===== config.mk =====
export PLATFORM = sky130hd
export DESIGN_NAME = cwfc_ram
export DESIGN_NICKNAME = d
export VERILOG_FILES = /design/src/design/cwfc_ram.sv
export SDC_FILE = /design/constraint.sdc
export NUM_CORES = 1
export LEC_CHECK = 0
export BUFFER_PORTS_ARGS = -buffer_cell sky130_fd_sc_hd__buf_2
export CAP_MARGIN = 10
export CORE_UTILIZATION = 55
export DETAILED_ROUTE_END_ITERATION = 10
export PLACE_DENSITY_LB_ADDON = 0.05
export SLEW_MARGIN = 20
export SYNTH_ARGS = -nofsm -noshare
export SYNTH_HDL_FRONTEND = slang
export SYNTH_SLANG_ARGS = --single-unit

===== constraint.sdc =====
create_clock -name clk -period 2.9 [get_ports clk]
set_input_delay 0.435 -clock clk [delete_from_list [all_inputs] [get_ports clk]]
set_output_delay 0.435 -clock clk [all_outputs]
set_load 0.01 [all_outputs]

===== src/design/cwfc_ram.sv =====
`timescale 1ns / 1ps
`default_nettype none

module cwfc_ram #(
	parameter int WIDTH = 16,
	parameter int DEPTH = 64,
	localparam int AW = (DEPTH > 1) ? $clog2(DEPTH) : 1
) (
	input  wire logic             clk,
	input  wire logic             we,
	input  wire logic [AW-1:0]    waddr,
	input  wire logic [WIDTH-1:0] wdata,
	input  wire logic             re,
	input  wire logic [AW-1:0]    raddr,
	output logic      [WIDTH-1:0] rdata
);

	logic [WIDTH-1:0] mem_q [DEPTH];

	always_ff @(posedge clk) begin
		if (we) begin
			mem_q[waddr] <= wdata;
		end
		if (re) begin
			rdata <= mem_q[raddr];
		end
	end

endmodule

`default_nettype wire


Word-level counts from Yosys, hierarchy flattened --
Memory sizes are Yosys's and may differ from the RTL's. A register that Yosys moved wholly into a read port is not among the register bits. Cells that the tools add are included.
Operators by class: mux-type cells 2
Operator list (count):
- two-way mux 1 bit | 2
Word-level totals: register bits after elaboration 0, bits in writable memories 1024, bits of input ports 31, logic and storage cells 3, memories 1
Memories:
- mem_q | depth 64, bits a word 16, read ports 1, clocked after Yosys merged registers in 1, wr ports 1, line 18 | logic [WIDTH-1:0] mem_q [DEPTH];

Depth between registers and ports, before layout --
depth after elaboration 2, depth in mapped cells 10, depth with buffers taken out 5

Least setup slack after synthesis --
No wires, ideal clock.
path kind input to register, start point input waddr[3], end point memory mem_q[48][0], enable pin, setup time 409 ps, arrival 2061 ps, data required time 2491 ps, path slack 430 ps, stages on the path 4, path buffers 1, path through clkbuf_1 > nor2b_1 > nand4b_1 > nor3_1
RTL lines:
- from (decl) | line 11 | input wire logic [AW-1:0] waddr,
- to (decl) | line 18
No word-level cell before the write port.

==> flow_summary.toml <==
[die]
design.die.area_sq_um = 74180
start_util_pct = 55.95
die_h_microns = 272.4
core-area_sq_um = 71850
die_width_microns = 272.4
pin_count = 47
rows = 98

[synthesis]
synthesis.nets = 1860
ys_ff_latch = 1040
yosysSeqAreaShare_pct = 77.68
synth.area.top_cells = "edfxtp_1, mux4_2, mux2i_1"
ys_warn_count = 0
synthDistinctLibCells = 42
netlist_area_sq_um = 40200
netlist_instances = 1829
synth.top_cell.area_share_pct = 77.68
syn_area_per_cell_sq_um = 21.98
synth_area_leader_cell = "edfxtp_1"

[critical_path]
arrival_ps = 2760
crit_chain = "buf_8, buf_12, buf_12, buf_4, mux4_2, a22oi_1, a311oi_1"
crit_slowest_cell = "a22oi_1"
cpMostUsedCell = "buf_12"
path_class = "input pin to flop"
cp_data_required_time_ps = 3270
path_delay_family = "buffers and inverters"
crit_buf_inv = 4
slowest_delay_ps = 620
critPathLaunchType = "input pin"
worstPathMaxFanout = 26
crit_path_end_kind = "flop"

[power_and_ir_drop]
p_sw_share_pct = 20.73
switchingPower_mw = 6.438
powerDensity_nw_per_um2 = 677.5
intPower_mw = 24.61
comb_power_share_pct = 5.3
finalPower_mw = 31.05
ir_drop_uv = 595.1
p_leak_nw = 14.76
pwr-share-seq_pct = 53.9
pwr-share-clk_pct = 40.8

[cells_and_area]
num-nets-final = 2094
num-fill-cells = 4938
post-route-util_pct = 63.79
layout-drive-gt1-share_pct = 29.06
finalNonFillerCells = 3097
area_growth_pct = 14.01

[clock_network]
ctsHoldBuffers = 0
path_clk_slew_ps = 60
post_cts_buffers = 0
cts_tree = "yes"
cts_sinks = 1040
cts_buffers = 103
clk_latency_ps = 660
h-tree-depth = 3
postCtsResizedCells = 0
cts_root_buf = "clkbuf_16"
clockBufferDepth = 3

[timing]
clock.fmax_mhz = 418.5
slew_headroom_pct = 29.19
layout_setup_ws_ps = 510.4
drv_slew = 0
setup_tns_ps = 0
tightest_slew_ps = 1058
finalHoldViolCount = 0
finalSetupViolCount = 0
fin_crit_sh_pct = 82.40
min_period_ps = 2390
finalClockSkew_ps = 18.74
rsz0062_at_grt = "false"

[routing]
viasPerCell = 6.307
wire_per_inst_microns = 31.58
vias = 19534
first_pass_iters = 5
routed_wl_microns = 97800
drt_iter0_markers = 2014
drtAntennaViolNets = 0
drc = 0

[global_routing]
antenna_found_initial = 5
gr-usage-all-layers_pct = 27.10
grt_max_degree = 65
grt_overflow = 0
grt_pass1_vias = 19814
grt_pass1_wl_microns = 141500

[flow_run]
maxCapViolCount = 0

[run_status]
status = "finished, final reports clean"

[placed_design]
dp_cells = 2908
port_buffers = 46
place_ws_ps = -108.2
dp_hpwl_microns = 60010
gp_congestion = 0.8444

[min_path]
min_path_type = "input pin to flop"
## final timing paths
kind,startpoint,to,slack [ps],cells after the start
setup / recovery,raddr[0],rdata[9],510,7
hold / removal,wdata[1],mem_q[12][1],230,1
setup reg to reg,mem_q[60][15],rdata[15],660,5
hold reg to reg,mem_q[3][10],rdata[10],910,4
## power by group through the flow
stage | sequential (mW) | clock, mW | combinational (mW)
floorplan | 17.0 | 0 | 0.862
global route | 16.7 | 13.4 | 1.75
detailed placement | 17.0 | 0 | 1.67
global placement | 17.0 | 0 | 1.66
CTS | 16.7 | 12.9 | 1.68
finish | 16.7 | 12.7 | 1.66
## cell usage after synthesis (all sizes together)
library cell	count
a211o	8
a211oi	8
a21oi	17
a221o	6
a221oi	16
a22o	6
a22oi	39
a311oi	8
a31oi	8
a41oi	5
and2	2
and4	5
buf	77
clkbuf	27
edfxtp	1040
mux2	27
mux2i	85
mux4	224
nand2	60
nand2b	3
nand3	24
nand3b	2
nand4	12
nand4b	1
nor2	74
nor2b	30
nor3	2
nor4	3
o21ai	8
or3	1
or3b	1
## cell type report
type / count / area (sq um) / share of cell area (%)
Sequential cell: 1040 / 31230 / 68.14
Timing Repair Buffer: 233 / 1961 / 4.278
Multi-Input combinational cell: 685 / 8252 / 18.00
Clock inverter: 63 / 501.7 / 1.095
Clock buffer: 123 / 2695 / 5.880
Tap cell: 950 / 1189 / 2.593
Antenna cell: 3 / 7.507 / 0.01638
## stage by stage
stage	area [sq um]	hold slack [ps]
2_1_floorplan	40200	533.9
3_3_place_gp	42630	866.7
3_5_place_dp	42630	850.2
4_1_cts	45830	215.5
5_1_grt	45830	223.6
6_report	45840	233.6
## kinds of logic (layout without fill, tap and decap cells)
group / count (synthesis) / after routing / synth area share (%)
buffers and inverters: 104 / 419 / 1.824
multiplexers: 336 / 336 / 15.46
flip-flops: 1040 / 1040 / 77.68
other: 0 / 3 / 0
AND/OR/NAND/NOR: 220 / 220 / 2.636
AO/OA/AOI/OAI: 129 / 129 / 2.400
## registers in the layout (all words and copies together), names as in the netlist
register	cells
rdata	16
mem_q	1024
## cell usage in the layout (no fill, tap or decap), types with 30 or more instances in the layout
cell,n
a22oi_1,39
buf_2,43
buf_4,163
nor2_1,71
edfxtp_1,1040
clkbuf_16,105
nor2b_1,30
mux4_2,220
clkinv_1,35
mux2i_1,85
nand2_1,59
## per-layer routing
| metal | track usage (%) | share of wire (%) | vias up |
|---|---|---|---|
| li1 | - | - | 8169 |
| met1 | 38.76 | 42 | 10465 |
| met2 | 43.93 | 50 | 744 |
| met3 | 4.258 | 6.4 | 152 |
| met4 | 7.540 | 2.5 | 4 |
| met5 | 0 | 0.022 | - |
Note: power is estimated with default switching activity, not from simulation.
