<file path="config.mk">
export PLATFORM = sky130hd
export DESIGN_NAME = cwfc_mac
export DESIGN_NICKNAME = d
export VERILOG_FILES = /design/src/design/cwfc_pkg.sv /design/src/design/cwfc_mac.sv
export SDC_FILE = /design/constraint.sdc
export NUM_CORES = 1
export LEC_CHECK = 0
export BUFFER_PORTS_ARGS = -buffer_cell sky130_fd_sc_hd__buf_2
export CAP_MARGIN = 20
export CORE_AREA = 2 2 240 124
export DETAILED_ROUTE_END_ITERATION = 10
export DIE_AREA = 0 0 242 126
export PLACE_DENSITY = 0.74
export SLEW_MARGIN = 20
export SYNTH_ARGS = -nofsm -noshare
export SYNTH_HDL_FRONTEND = slang
export SYNTH_SLANG_ARGS = --single-unit
</file>
<file path="constraint.sdc">
create_clock -name clk -period 3.2 [get_ports clk]
set_clock_uncertainty 0.2 [all_clocks]
set_input_delay 0.8 -clock clk [delete_from_list [all_inputs] [get_ports clk]]
set_output_delay 0.8 -clock clk [all_outputs]
set_load 0.005 [all_outputs]
</file>
<file path="src/design/cwfc_pkg.sv">
`timescale 1ns / 1ps
`default_nettype none

package cwfc_pkg;

	localparam int COEF_IDX_W = 12;
	localparam int VAL_W      = 16;
	localparam int SUM_W      = 38;
	localparam int NSC_W      = 7;
	localparam int SCALE_W    = 6;
	localparam int CNT_W      = 32;
	localparam int PROD_W     = 32;
	localparam int ACC_W      = 48;
	localparam int CFG_IDX_W  = 1;

	localparam logic FUNC_LOAD_COEF = 1'b0;
	localparam logic FUNC_SAMPLE    = 1'b1;

	localparam logic [CFG_IDX_W-1:0] CFG_THRESHOLD  = 1'b0;
	localparam logic [CFG_IDX_W-1:0] CFG_NUM_SCALES = 1'b1;

	localparam logic [NSC_W-1:0] NUM_SCALES_RESET = 7'd64;

	localparam logic signed [ACC_W-1:0] SUM_MAX = 48'sh001F_FFFF_FFFF;
	localparam logic signed [ACC_W-1:0] SUM_MIN = 48'shFFE0_0000_0000;

	typedef struct packed {
		logic clr;
		logic rd_valid;
	} mac_ctrl_t;

	function automatic logic [CNT_W-1:0] sat_inc(input logic [CNT_W-1:0] v);
		sat_inc = (v == {CNT_W{1'b1}}) ? v : v + CNT_W'(1);
	endfunction

endpackage

`default_nettype wire

</file>
<file path="src/design/cwfc_mac.sv">
`timescale 1ns / 1ps
`default_nettype none

module cwfc_mac
	import cwfc_pkg::*;
(
	input  wire logic                    clk,
	input  wire logic                    arst_n,
	input  wire mac_ctrl_t               ctrl,
	input  wire logic signed [VAL_W-1:0] coef,
	input  wire logic signed [VAL_W-1:0] samp,
	output logic signed [ACC_W-1:0]      acc,
	output logic                         busy
);

	logic signed [PROD_W-1:0] prod_s1;
	logic                     vld_s1;
	logic signed [ACC_W-1:0]  acc_q;

	always_ff @(posedge clk) begin
		prod_s1 <= coef * samp;
	end

	always_ff @(posedge clk or negedge arst_n) begin
		if (!arst_n) begin
			vld_s1 <= 1'b0;
			acc_q  <= '0;
		end else begin
			vld_s1 <= ctrl.rd_valid;
			if (ctrl.clr) begin
				acc_q <= '0;
			end else if (vld_s1) begin
				acc_q <= acc_q + ACC_W'(prod_s1);
			end
		end
	end

	assign acc  = acc_q;
	assign busy = vld_s1;

endmodule

`default_nettype wire

</file>
# Yosys cells after proc, flatten, opt, wreduce, memory -nomap -nowiden
# Cells that the tools add are included.
# totals
reg_bits,81
inputBits,36
output_inout_bits,49
wordCells,8
# op_classes
add_sub_neg,1
mul,1
mux,2
n_reduce_logical,1
# op_table
cell,n
$mux 48,2
$add 48x32->48,1
$mul 16x16->32,1
$reduce_bool 2->1,1

# Depth between registers and ports, before layout
# Gate-level depths: netlist of the first run.
# depth
depth_word,3
ltp_mapped,25
mapped_depth_nobuf,24

# Least setup slack after synthesis of the first run
# No wires, ideal clock.
# synth_timing
path_type,input port to flip-flop
startpoint,in samp[7]
endpoint,reg prod_s1[29]
setup_ns,0.120
arrival_time_ns,6.115
t_required_ns,2.880
setup_slack_ns,-3.235
cell_stages,23
path_buffers,1
cell_sequence,clkbuf_1 -> nand2_1 -> fa_1 -> inv_1 -> fa_1 -> inv_1 -> fa_1 -> inv_1 -> fa_1 -> fa_1 -> inv_1 -> fa_1 -> inv_1 -> ha_1 -> a21oi_1 -> o21ai_0 -> or3_1 -> o21ai_1 -> a31oi_1 -> a21o_1 -> a21oi_1 -> o21ai_0 -> xnor2_1
# synth_between
elab_chain_len,1
# synth_rtl
element,line,text
start: declaration,cwfc_mac.sv:11,"input wire logic signed [VAL_W-1:0] samp,"
$mul 16x16->32,cwfc_mac.sv:21,prod_s1 <= coef * samp;
end signal: assignment,cwfc_mac.sv:21,
end: declaration,cwfc_mac.sv:16,logic signed [PROD_W-1:0] prod_s1;
# No other way between the ends.
# A chain may end at the register's enable or synchronous reset.

# Worst setup path in the final report of the first run
# layout_timing
startpoint,in coef[6]
endpoint,reg prod_s1[25]
# layout_between
elab_chain_len,1
# layout_rtl
element,line,text
start: declaration,cwfc_mac.sv:10,"input wire logic signed [VAL_W-1:0] coef,"
$mul 16x16->32,cwfc_mac.sv:21,
# No other way between the ends.

==> results of run 1 <==
final timing paths:
check | from | end | slack [ns] | depth (start not counted)
max | coef[6] | prod_s1[25] | -2.98 | 24
min | acc[34] | acc[34] | 0.33 | 1
max reg2reg | prod_s1[31] | acc[47] | 0.07 | 11
min reg2reg | acc[34] | acc[34] | 0.33 | 1
max in group asynchronous | arst_n | busy | 1.87 | 2
min in group asynchronous | arst_n | acc[3] | 0.37 | 2
sequential cells by signal, summed over array words and instances, names as in the netlist:
name and flops:
acc 48, busy 1, prod_s1 32
routing by layer:
metal	vias up	global-route usage, %	part of all wire [%]
li1	6004	-	-
met1	6547	41.6	45
met2	519	45.5	45
met3	58	7.57	8.9
met4	2	4.72	1.3
met5	-	2.01	0.20
synthesized netlist by cell type (all sizes together) (32+ instances only):
library cell / number / area (um^2)
inv: 334 / 1250
fa: 263 / 5270
nand2: 168 / 631
ha: 129 / 1610
and2: 125 / 782
nor2: 89 / 334
a21oi: 75 / 383
clkbuf: 52 / 195
xnor2: 52 / 455
dfrtp: 49 / 1230
a21o: 38 / 285
o21ai: 37 / 189
dfxtp: 32 / 641
kinds of logic after synthesis:
family	after synthesis	share of synthesized area, %
XOR/XNOR	66	3.81
adder cells (fa/ha/maj)	392	45.4
flip-flops	81	12.3
buffers and inverters	390	9.68
AND/OR/NAND/NOR	483	15.7
AO/OA/AOI/OAI	250	11.6
multiplexers	23	1.53
cell usage in the layout (no fill, tap or decap), types with 7 or more instances in the layout:
cell / n
inv_1: 305
fa_1: 247
dfxtp_1: 31
buf_6: 58
and2_4: 25
a221o_1: 7
a211oi_1: 9
ha_4: 38
and2_1: 100
nor4_1: 7
nand2_1: 154
nor2_1: 86
nand2_2: 10
fa_2: 16
xor2_1: 14
o21ai_2: 8
nand4_1: 13
buf_4: 246
nor3_1: 18
o21bai_1: 14
xnor2_1: 46
buf_2: 59
a21o_1: 38
ha_1: 86
o211ai_1: 8
nand3_1: 16
dfrtp_1: 48
inv_2: 28
buf_12: 9
a21oi_1: 50
o21ai_0: 22
clkbuf_16: 9
a21oi_2: 19
mux2i_1: 22
stage by stage:
stage          setup slack (ns)  TNS (ns)  hold slack, ns  utilization [%]  cells
2_1_floorplan             -2.90    -58.19           0.302                -   1685
3_3_place_gp              -3.53    -72.40           0.306             63.7   2348
3_5_place_dp              -3.59    -74.37           0.311             63.7   2348
4_1_cts                   -2.89    -61.34           0.327             67.5   2389
5_1_grt                   -3.15    -66.53           0.332             70.0   2412
6_report                  -2.98    -62.69           0.330             70.0   2412
cell type report:
type | count | area [um^2]
multi-input combinational | 1214 | 13000
fill | 2122 | 8520
timing repair buffer | 376 | 3030
sequential | 81 | 1870
inverter | 334 | 1260
tap | 391 | 489
clock buffer | 12 | 236
clock inverter | 4 | 53.8
repair_timing:
action	CTS	global route
setup buffers	29	27
resized for setup	159	115
setup endpoints to repair	38	45
hold buffers	0	0
pin swaps	77	83
==> results_dict.tcl, run 1 <==
set metrics [dict create \
    status "finished with violations" \
    violations "negative setup slack" \
    fin_area_um2 19900 \
    diodes 0 \
    drive_gt1_share_pct 30.0 \
    row_count 44 \
    antenna_found_initial 0 \
    cpMostUsedCell "fa_1" \
    dieWidth_um 242 \
    rsz0062_at_grt "true" \
    slew_violations 0 \
    yosysSeqAreaShare_pct 12.3 \
    fin_crit_ns 6.18 \
    clk_pin_slew_ns 0.06 \
    grt_first_pass_wirelength_um 70800 \
    syn_to_final_growth_pct 31.2 \
    critPathMaxStageDelay_ns 0.56 \
    synth-main-ff-cell "dfrtp_1" \
    post-route-period-util_pct 193 \
    synth_area_um2 15200 \
    crit_buf_inv 8 \
    route.detailed.drc 0 \
    async_flop_share_pct 60.5 \
    grt.total_usage_pct 29.1 \
    slowest_stage "fa_1" \
    ant_nets 0 \
    cts_sinks 81 \
    initial_core_util_pct 53.4 \
    synth-seq-cells 81 \
    first_iter_violations 1219 \
    cts_tree "done" \
    hp-class "reg2reg" \
    setup_viol 27 \
    routed_wl_um 42900 \
    fp.dieArea_um2 30500 \
    synth_nets 2113 \
    final_nets 2444 \
    worstPathMaxFanout 6 \
    grt_max_degree 50 \
    grt_pass1_vias 13900 \
    viasPerCell 5.44 \
    clockBufferDepth 2 \
    root_buffer "clkbuf_16" \
    die_y_um 126 \
    dpl-instance-area_um2 18100 \
    critPathTopFamily "adder cells" \
    slew_headroom_pct 28.7 \
    crit_path_start_kind "primary input" \
    clock_latency_ns 0.36 \
    drv_cap 0 \
    finalHoldViolations 0 \
    first_pass_iters 5 \
    crit_chain "buf_6 -> buf_4 -> and2_4 -> fa_1 -> inv_2 -> fa_2 -> fa_2 -> fa_1 -> inv_1 -> fa_1 -> inv_2 -> fa_1 -> inv_2 -> ha_4 -> a21oi_4 -> o21ai_2 -> or3_4 -> o21ai_4 -> a31oi_4 -> buf_6 -> a21o_1 -> a21oi_2 -> buf_4 -> xnor2_2" \
    avgSynthCellArea_um2 9.00 \
    max_freq_mhz 162 \
    cts_buffers 9 \
    dr_total_vias 13100 \
    routedWlPerCell_um 17.8 \
    dp_hpwl_um 34300 \
    setup_ws_ns -2.98 \
    place_congestion 0.946 \
    ctsHtreeMaxLevel 3 \
    overflow 0 \
    synth-edff-count 0 \
    critical_path_class "in2reg" \
    synthCells 1685 \
    synth_cell_type_count 74 \
    fp.coreArea_um2 28400 \
    cp-end-kind "register" \
    required_ns 3.29 \
    worstPathArrival_ns 6.27 \
    portBuffers 84 \
    ys_warn_count 0 \
    worstMarginPinSlew_ns 1.07 \
    boundaryPins 85 \
]
Power of run 1 is not shown: default switching activity piles up to over one toggle a cycle in this logic, so the estimate is an artifact.
==> run 2: changes to the inputs <==
- CORE_AREA: 2 2 240 124 -> 3 3 241 125
- DIE_AREA: 0 0 242 126 -> 0 0 244 128
- SETUP_SLACK_MARGIN: default -> 0.3
==> run 2 against run 1 <==
Effect of this change: the run still ends with negative setup slack left; hold slack lost 0.0064 ns; via count is essentially flat; final cell count is 0.87% lower; global-route usage shrank 3.4 points; count of clock-buffer cells in the layout decreased by 2; die area increased by 2.4%; largest cell class unchanged.
==> results_dict.tcl, run 2 (synthesis gave the netlist of run 1 again) <==
set metrics [dict create \
    status "finished with violations" \
    violations "negative setup slack" \
    final_nets 2431 \
    multi_input_area_um2 13200 \
    antenna_found_initial 0 \
    boundaryPins 85 \
    rsz0062_at_grt "true" \
    grt_max_degree 50 \
    setup_ws_ns -2.90 \
    initial_core_util_pct 54.6 \
    route.detailed.drc 0 \
    fillerInstances 1905 \
    drive_gt1_share_pct 31.0 \
    grt.total_usage_pct 25.8 \
    fin_crit_ns 6.10 \
    clock_latency_ns 0.36 \
    cp-end-kind "register" \
    syn_to_final_growth_pct 31.9 \
    first_iter_violations 1015 \
    regArea_um2 1870 \
    cts_sinks 81 \
    clockBufferDepth 2 \
    finalHoldViolations 0 \
    worstPathArrival_ns 6.14 \
    post-route-period-util_pct 191 \
    slew_headroom_pct 54.3 \
    hp-class "reg2reg" \
    worstMarginPinSlew_ns 0.685 \
    layout_commonest_cell "inv_1" \
    first_pass_iters 7 \
    dp_hpwl_um 31400 \
    die_y_um 128 \
    dr_total_vias 13100 \
    max_freq_mhz 164 \
    overflow 0 \
    fin_cells 2391 \
    dieWidth_um 244 \
    routed_wl_um 42000 \
    root_buffer "clkbuf_16" \
    cts_buffers 9 \
    layout_common_cells "inv_1 (307), fa_1 (243), buf_4 (236)" \
    critical_path_class "in2reg" \
    dp_cells 2313 \
    routedWlPerCell_um 17.6 \
    viasPerCell 5.49 \
    cts_tree "done" \
    fp.dieArea_um2 31200 \
    required_ns 3.25 \
    row_count 43 \
    fp.coreArea_um2 27800 \
    crit_path_start_kind "primary input" \
    dpl-instance-area_um2 17900 \
    grt_pass1_vias 13400 \
    fin_area_um2 20000 \
    setup_viol 27 \
    clk_pin_slew_ns 0.07 \
    largest_reg_flops 48 \
    ctsHtreeMaxLevel 3 \
    worstPathMaxFanout 9 \
    slew_violations 0 \
    place_congestion 0.900 \
    ant_nets 0 \
    grt_first_pass_wirelength_um 65600 \
    drv_cap 0 \
    portBuffers 84 \
    pre_cts_ws_ns -3.37 \
]
## run 2: worst max-delay path, cell delays in order
cell      delay (ns)
buf_4           0.15
buf_6           0.15
nand2_1         0.09
fa_1            0.56
inv_1           0.07
fa_1            0.51
fa_2            0.63
fa_1            0.44
fa_1            0.50
inv_1           0.05
fa_1            0.47
inv_1           0.06
ha_4            0.23
o21a_1          0.17
o21ai_0         0.18
nand2b_1        0.13
a21oi_2         0.22
a31oi_4         0.06
a41oi_2         0.24
o221ai_1        0.15
a21oi_1         0.19
xnor2_1         0.09
## run 2: worst paths after layout
path / endpoint / startpoint / slack [ns] / cells past startpoint
min reg2reg: acc[34] / acc[34] / 0.32 / 1
max in group asynchronous: acc[17] / arst_n / 1.92 / 2
max reg2reg: acc[47] / prod_s1[31] / 0.10 / 10
min in group asynchronous: acc[47] / arst_n / 0.36 / 2
max: prod_s1[31] / coef[12] / -2.90 / 22
min: acc[34] / acc[34] / 0.32 / 1
## run 2: timing repair
action	in CTS	in global routing
pin swaps	100	96
setup buffers	34	27
endpoints found under the setup margin	48	54
hold buffers	0	0
gates resized for setup	190	117
## run 2: stage by stage
step / TNS, ns / hold WS, ns / util (%)
final: -59.23 / 0.324 / 72.1
after global routing: -63.00 / 0.344 / 72.0
after CTS: -58.44 / 0.320 / 69.4
after detailed placement: -71.64 / 0.304 / 64.5
after global placement: -70.25 / 0.294 / 64.5
after floorplan: -58.19 / 0.302 / -
## run 2: layout make-up
| class | count | area share (%) |
|---|---|---|
| inverters | 334 | 6.27 |
| repair buffers | 363 | 14.6 |
| well taps | 382 | 2.39 |
| clock inverters | 6 | 0.275 |
| multi-input cells | 1214 | 65.8 |
| clock buffers | 10 | 1.25 |
| diodes | 1 | 0.0125 |
| flip-flops and latches | 81 | 9.36 |
## run 2: layer usage
| layer | GRT usage (%) | vias to the layer above | wire length, um |
|---|---|---|---|
| met5 | 0 | - | 0 |
| met4 | 6.00 | 0 | 980 |
| li1 | - | 5978 | - |
| met3 | 3.97 | 99 | 2490 |
| met1 | 35.8 | 6589 | 18700 |
| met2 | 43.1 | 451 | 19800 |
Power of run 2 is left out for the same reason.
